--- src/rtl/text_console_writer_defines.svh ---
// Assertion macros for the text console writer.
`ifndef TEXT_CONSOLE_WRITER_DEFINES_SVH
`define TEXT_CONSOLE_WRITER_DEFINES_SVH

`ifndef SYNTH
`define TCW_ASSERT_SAME(label, ante, cons) \
    label: assert property (@(posedge clk) disable iff (!rst_n) (ante) |-> (cons)) \
        else $error("text console check failed");
`define TCW_ASSERT_NEXT(label, ante, cons) \
    label: assert property (@(posedge clk) disable iff (!rst_n) (ante) |=> (cons)) \
        else $error("text console check failed");
`else
`define TCW_ASSERT_SAME(label, ante, cons)
`define TCW_ASSERT_NEXT(label, ante, cons)
`endif

`endif

--- src/rtl/tcw_pkg.sv ---
// Shared types and constants for the text console writer.
package tcw_pkg;

    localparam int CHAR_W      = 8;
    localparam int ATTR_W      = 8;
    localparam int ADDR_FIELD_W = 11;
    localparam int COL_FIELD_W = 7;
    localparam int ROW_FIELD_W = 5;
    localparam int CELL_W      = 16;
    localparam int PADDR_W     = 3;
    localparam int PDATA_W     = 32;

    localparam logic [CHAR_W-1:0] NEWLINE_CODE = 8'h0A;
    localparam logic [CHAR_W-1:0] SPACE_CODE   = 8'h20;
    localparam logic [ATTR_W-1:0] ATTR_RESET   = 8'h0F;

    localparam logic REG_TEXT_ATTR = 1'b0;

    typedef enum logic [1:0] {
        MODE_PUT   = 2'd0,
        MODE_BKSP  = 2'd1,
        MODE_CLEAR = 2'd2,
        MODE_READ  = 2'd3
    } tcw_mode_t;

    typedef enum logic [2:0] {
        ST_INIT,
        ST_IDLE,
        ST_EXEC,
        ST_READ,
        ST_SWEEP,
        ST_DONE
    } tcw_state_t;

    typedef struct packed {
        logic capture;
        logic exec;
        logic read_capture;
        logic sweep_step;
        logic load_out;
    } tcw_cmd_t;

    typedef struct packed {
        tcw_mode_t mode;
        logic      scroll_needed;
        logic      sweep_last;
        logic      out_free;
    } tcw_status_t;

endpackage

--- src/rtl/tcw_ctrl.sv ---
// Controller state machine: sequences accept, execute, read, sweep and result.
module tcw_ctrl (
    input  logic                clk,
    input  logic                rst_n,
    input  logic                in_valid,
    output logic                in_ready,
    input  tcw_pkg::tcw_status_t status,
    output tcw_pkg::tcw_cmd_t    cmd
);
    import tcw_pkg::*;

    tcw_state_t state_reg;
    tcw_state_t state_next;

    always_ff @(posedge clk or negedge rst_n)
    begin
        if (!rst_n)
        begin
            state_reg <= ST_INIT;
        end
        else
        begin
            state_reg <= state_next;
        end
    end

    always_comb
    begin
        state_next = state_reg;
        cmd        = '0;
        in_ready   = 1'b0;
        unique case (state_reg)
            ST_INIT:
            begin
                cmd.sweep_step = 1'b1;
                if (status.sweep_last)
                begin
                    state_next = ST_IDLE;
                end
            end
            ST_IDLE:
            begin
                in_ready = 1'b1;
                if (in_valid)
                begin
                    cmd.capture = 1'b1;
                    state_next  = ST_EXEC;
                end
            end
            ST_EXEC:
            begin
                cmd.exec = 1'b1;
                unique case (status.mode)
                    MODE_PUT:   state_next = status.scroll_needed ? ST_SWEEP : ST_DONE;
                    MODE_BKSP:  state_next = ST_DONE;
                    MODE_CLEAR: state_next = ST_SWEEP;
                    MODE_READ:  state_next = ST_READ;
                    default:    state_next = ST_DONE;
                endcase
            end
            ST_READ:
            begin
                cmd.read_capture = 1'b1;
                state_next       = ST_DONE;
            end
            ST_SWEEP:
            begin
                cmd.sweep_step = 1'b1;
                if (status.sweep_last)
                begin
                    state_next = ST_DONE;
                end
            end
            ST_DONE:
            begin
                if (status.out_free)
                begin
                    cmd.load_out = 1'b1;
                    state_next   = ST_IDLE;
                end
            end
            default:
            begin
                state_next = ST_INIT;
            end
        endcase
    end

endmodule

--- config.mk ---
export PLATFORM = sky130hd
export DESIGN_NAME = tcw_ctrl
export DESIGN_NICKNAME = d
export VERILOG_FILES = /design/src/rtl/text_console_writer_defines.svh /design/src/rtl/tcw_pkg.sv /design/src/rtl/tcw_ctrl.sv
export SDC_FILE = /design/constraint.sdc
export NUM_CORES = 1
export LEC_CHECK = 0
export BUFFER_PORTS_ARGS = -buffer_cell sky130_fd_sc_hd__buf_4
export CAP_MARGIN = 20
export CORE_AREA = 10 10 47 49
export DETAILED_ROUTE_END_ITERATION = 7
export DIE_AREA = 0 0 57 59
export GPL_ROUTABILITY_DRIVEN = 0
export HOLD_SLACK_MARGIN = 0.1
export PLACE_DENSITY = 0.47
export SYNTH_ARGS = -nofsm -noshare
export SYNTH_HDL_FRONTEND = slang
export SYNTH_SLANG_ARGS = --single-unit
--- constraint.sdc ---
create_clock -name clk -period 1.5 [get_ports clk]
set_clock_uncertainty 0.2 [all_clocks]
set_input_delay 0 -clock clk [delete_from_list [all_inputs] [get_ports clk]]
set_output_delay 0 -clock clk [all_outputs]
set_load 0.005 [all_outputs]
==> flow_summary_export.csv <==
group,metric,value,unit
setup_path,worst_setup_path_end_kind,"output pin",
timing,hold_violations,0,
power,leakagePower,0.2019,nW
timing,fin_crit,1382,ps
cells_and_area,diodes,0,
cts,cts_num_sinks,3,
status,outcome,"finished clean",
timing,tightestPinTransition,253.7,ps
routing,first_pass_iters,4,
cts,clk_pin_slew,40,ps
global_routing,grt_max_degree,10,
logic_synthesis,synth_most_common_cell,"nor2_1",
logic_synthesis,yosys.area.top_type,"dfrtp_1",
placed_design,hpwlAfterDp,522.8,um
power,ir_drop,0.5025,mV
floorplan,core,1401,um^2
routing,via_per_inst,4.031,
setup_path,worstPathArrival,1180,ps
cts,cts_root_buffer,"clkbuf_4",
power,power_density,1471,nW/um^2
logic_synthesis,synth_area_leaders,"dfrtp_1 (38%), nor2_1 (9.5%), o22ai_1 (6.3%)",
setup_path,cp-start-kind,"flip-flop",
routing,vias,258,
routing,ant_nets,0,
setup_path,cp_slowest_stage_delay,450,ps
floorplan,die_x,57,um
global_routing,grt_pass1_vias,278,
cts,cts_resized,0,
worst_hold_path,hold_path.class,"flip-flop to flip-flop",
logic_synthesis,synth_cell_types,16,
setup_path,crit_fanout,9,
routing,drcViolationCount,0,
cts,cts_max_level,1,
cells_and_area,drive_gt1_share,37.50,%
logic_synthesis,synthCells,24,
setup_path,cpMaxStageDelayCell,"dfrtp_1",
floorplan,row_count,14,
logic_synthesis,yosys_warnings,0,
logic_synthesis,synth_seq_cells,3,
logic_synthesis,synth_edf_count,0,
global_routing,gr-usage-all-layers,4.581,%
setup_path,required,1300,ps
setup_path,worst-path-buf-inv,1,
cells_and_area,nets,57,
timing,slew_headroom,83.09,%
cells_and_area,fillers,164,
setup_path,cp_top_family,"flip-flops",
logic_synthesis,synth_nets,32,
global_routing,antenna_found_initial,0,
cts,cts_tree,"built",
logic_synthesis,synth_top_flop_cell,"dfrtp_1",
setup_path,crit_type,"flip-flop to output pin",
logic_synthesis,ys_async_sr_fraction,100.0,%
global_routing,overflow,0,
routing,drt_wl_total,666,um
floorplan,fp.dieH,59,um
timing,rsz0062_at_grt,"false",
logic_synthesis,synth_top_area_share,37.97,%
logic_synthesis,yosysSeqAreaShare,37.97,%
logic_synthesis,synth_common_cells,"nor2_1 (5), dfrtp_1 (3), nand2_1 (2), o22ai_1 (2)",
logic_synthesis,synth_area_per_cell,8.237,um^2
timing,setup_viol,0,
global_routing,grt_pass1_wl,1110,um
cts,clk-insertion-delay-late,230,ps
cts,cts_setup_buffers,0,
floorplan,start_util,14.11,%
timing,slew_viol_final,0,
cells_and_area,area_delta_synth_final,107.6,%
timing,period_share,92.15,%
floorplan,pin_count,14,
timing,whs,331.0,ps
routing,wl_per_cell,10.41,um
routing,dr.first_iter.drc_count,5,
timing,tns,0,ps
floorplan,dieArea,3363,um^2
cts,clock_path_buffers,2,
timing,fmax,0.7234,GHz
cts,cts_inserted_buffers,3,
setup_path,cp_cell_sequence,"nor2b_1 > and3_1 > buf_4",
cells_and_area,largest_reg_flops,3,
logic_synthesis,synth_area,197.7,um^2
run,cap_violations,0,
placed_design,io_buffer_count,13,
[kinds of logic (layout without fill, tap and decap cells)]
kind of cell / Yosys count / in the layout / share of synthesized area (%)
flip-flops: 3 / 3 / 37.97
buffers and inverters: 2 / 26 / 7.593
AND/OR/NAND/NOR: 15 / 15 / 41.78
AO/OA/AOI/OAI: 4 / 4 / 12.66
[power by group]
part | internal [mW] | leakage (nW) | switching (mW) | total, mW
logic | 0.171 | 0.150 | 0.110 | 0.281
clock network | 0.0996 | 0.0150 | 0.0402 | 0.140
registers | 0.117 | 0.0374 | 0.0662 | 0.183
total | 0.388 | 0.202 | 0.216 | 0.604
[placed cells by master, fill, tap and decap left out, drive strengths merged]
cell type    count
a22oi            1
and2             1
and3             1
and3b            1
buf             13
clkbuf           4
dfrtp            3
dlygate4sd3      8
inv              1
nand2            2
nand2b           1
nand3b           1
nor2             5
nor2b            1
nor3             2
o21ai            1
o22ai            2
[path summary, 6_finish.rpt]
path,from,to,slack (ps),depth (start not counted)
max,state_reg[0],cmd[0],120,3
min,state_reg[2],state_reg[1],330,1
max reg2reg,state_reg[0],state_reg[1],270,3
min reg2reg,state_reg[2],state_reg[1],330,1
max in group asynchronous,rst_n,state_reg[2],510,3
min in group asynchronous,rst_n,state_reg[1],450,3
[worst register-to-register path, stage by stage, from the launching register on]
cell	delay (ps)
dfrtp_1	470
and3b_1	230
a22oi_1	150
nor2_1	60
[area by class of cell]
cell class | count | area [um^2] | area share, %
repair buffers | 21 | 177.7 | 43.29
flip-flops and latches | 3 | 75.07 | 18.29
clock buffers | 4 | 26.28 | 6.402
inverters | 1 | 3.754 | 0.9146
well taps | 16 | 20.02 | 4.878
multi-input cells | 19 | 107.6 | 26.22
[stage by stage]
stage | total power, mW | area, um^2 | worst slack [ps] | util (%) | instances
CTS | 0.6220 | 410.4 | 104.1 | 29.29 | 64
global placement | 0.4540 | 304.0 | 314.7 | 21.70 | 52
finish | 0.6038 | 410.4 | 117.7 | 29.29 | 64
global route | 0.6665 | 410.4 | 22.22 | 29.29 | 64
detailed placement | 0.4557 | 304.0 | 278.0 | 21.70 | 52
floorplan | 0.3414 | 197.7 | 357.7 | - | 24
[what timing repair did]
action                                  in CTS  in global routing
endpoints found under the setup margin       0                  0
hold buffers                                 8                  0
hold endpoints to repair                     6                  0
[layer usage]
metal,routed length (um),up-vias,GRT usage (%),share of wire [%]
met5,0,-,0,0
met4,27,0,8.054,4.1
met3,33,2,1.717,5.0
met2,365,11,6.512,55
met1,239,113,3.800,36
li1,-,132,-,-
Note: power is estimated with default switching activity, not from simulation.
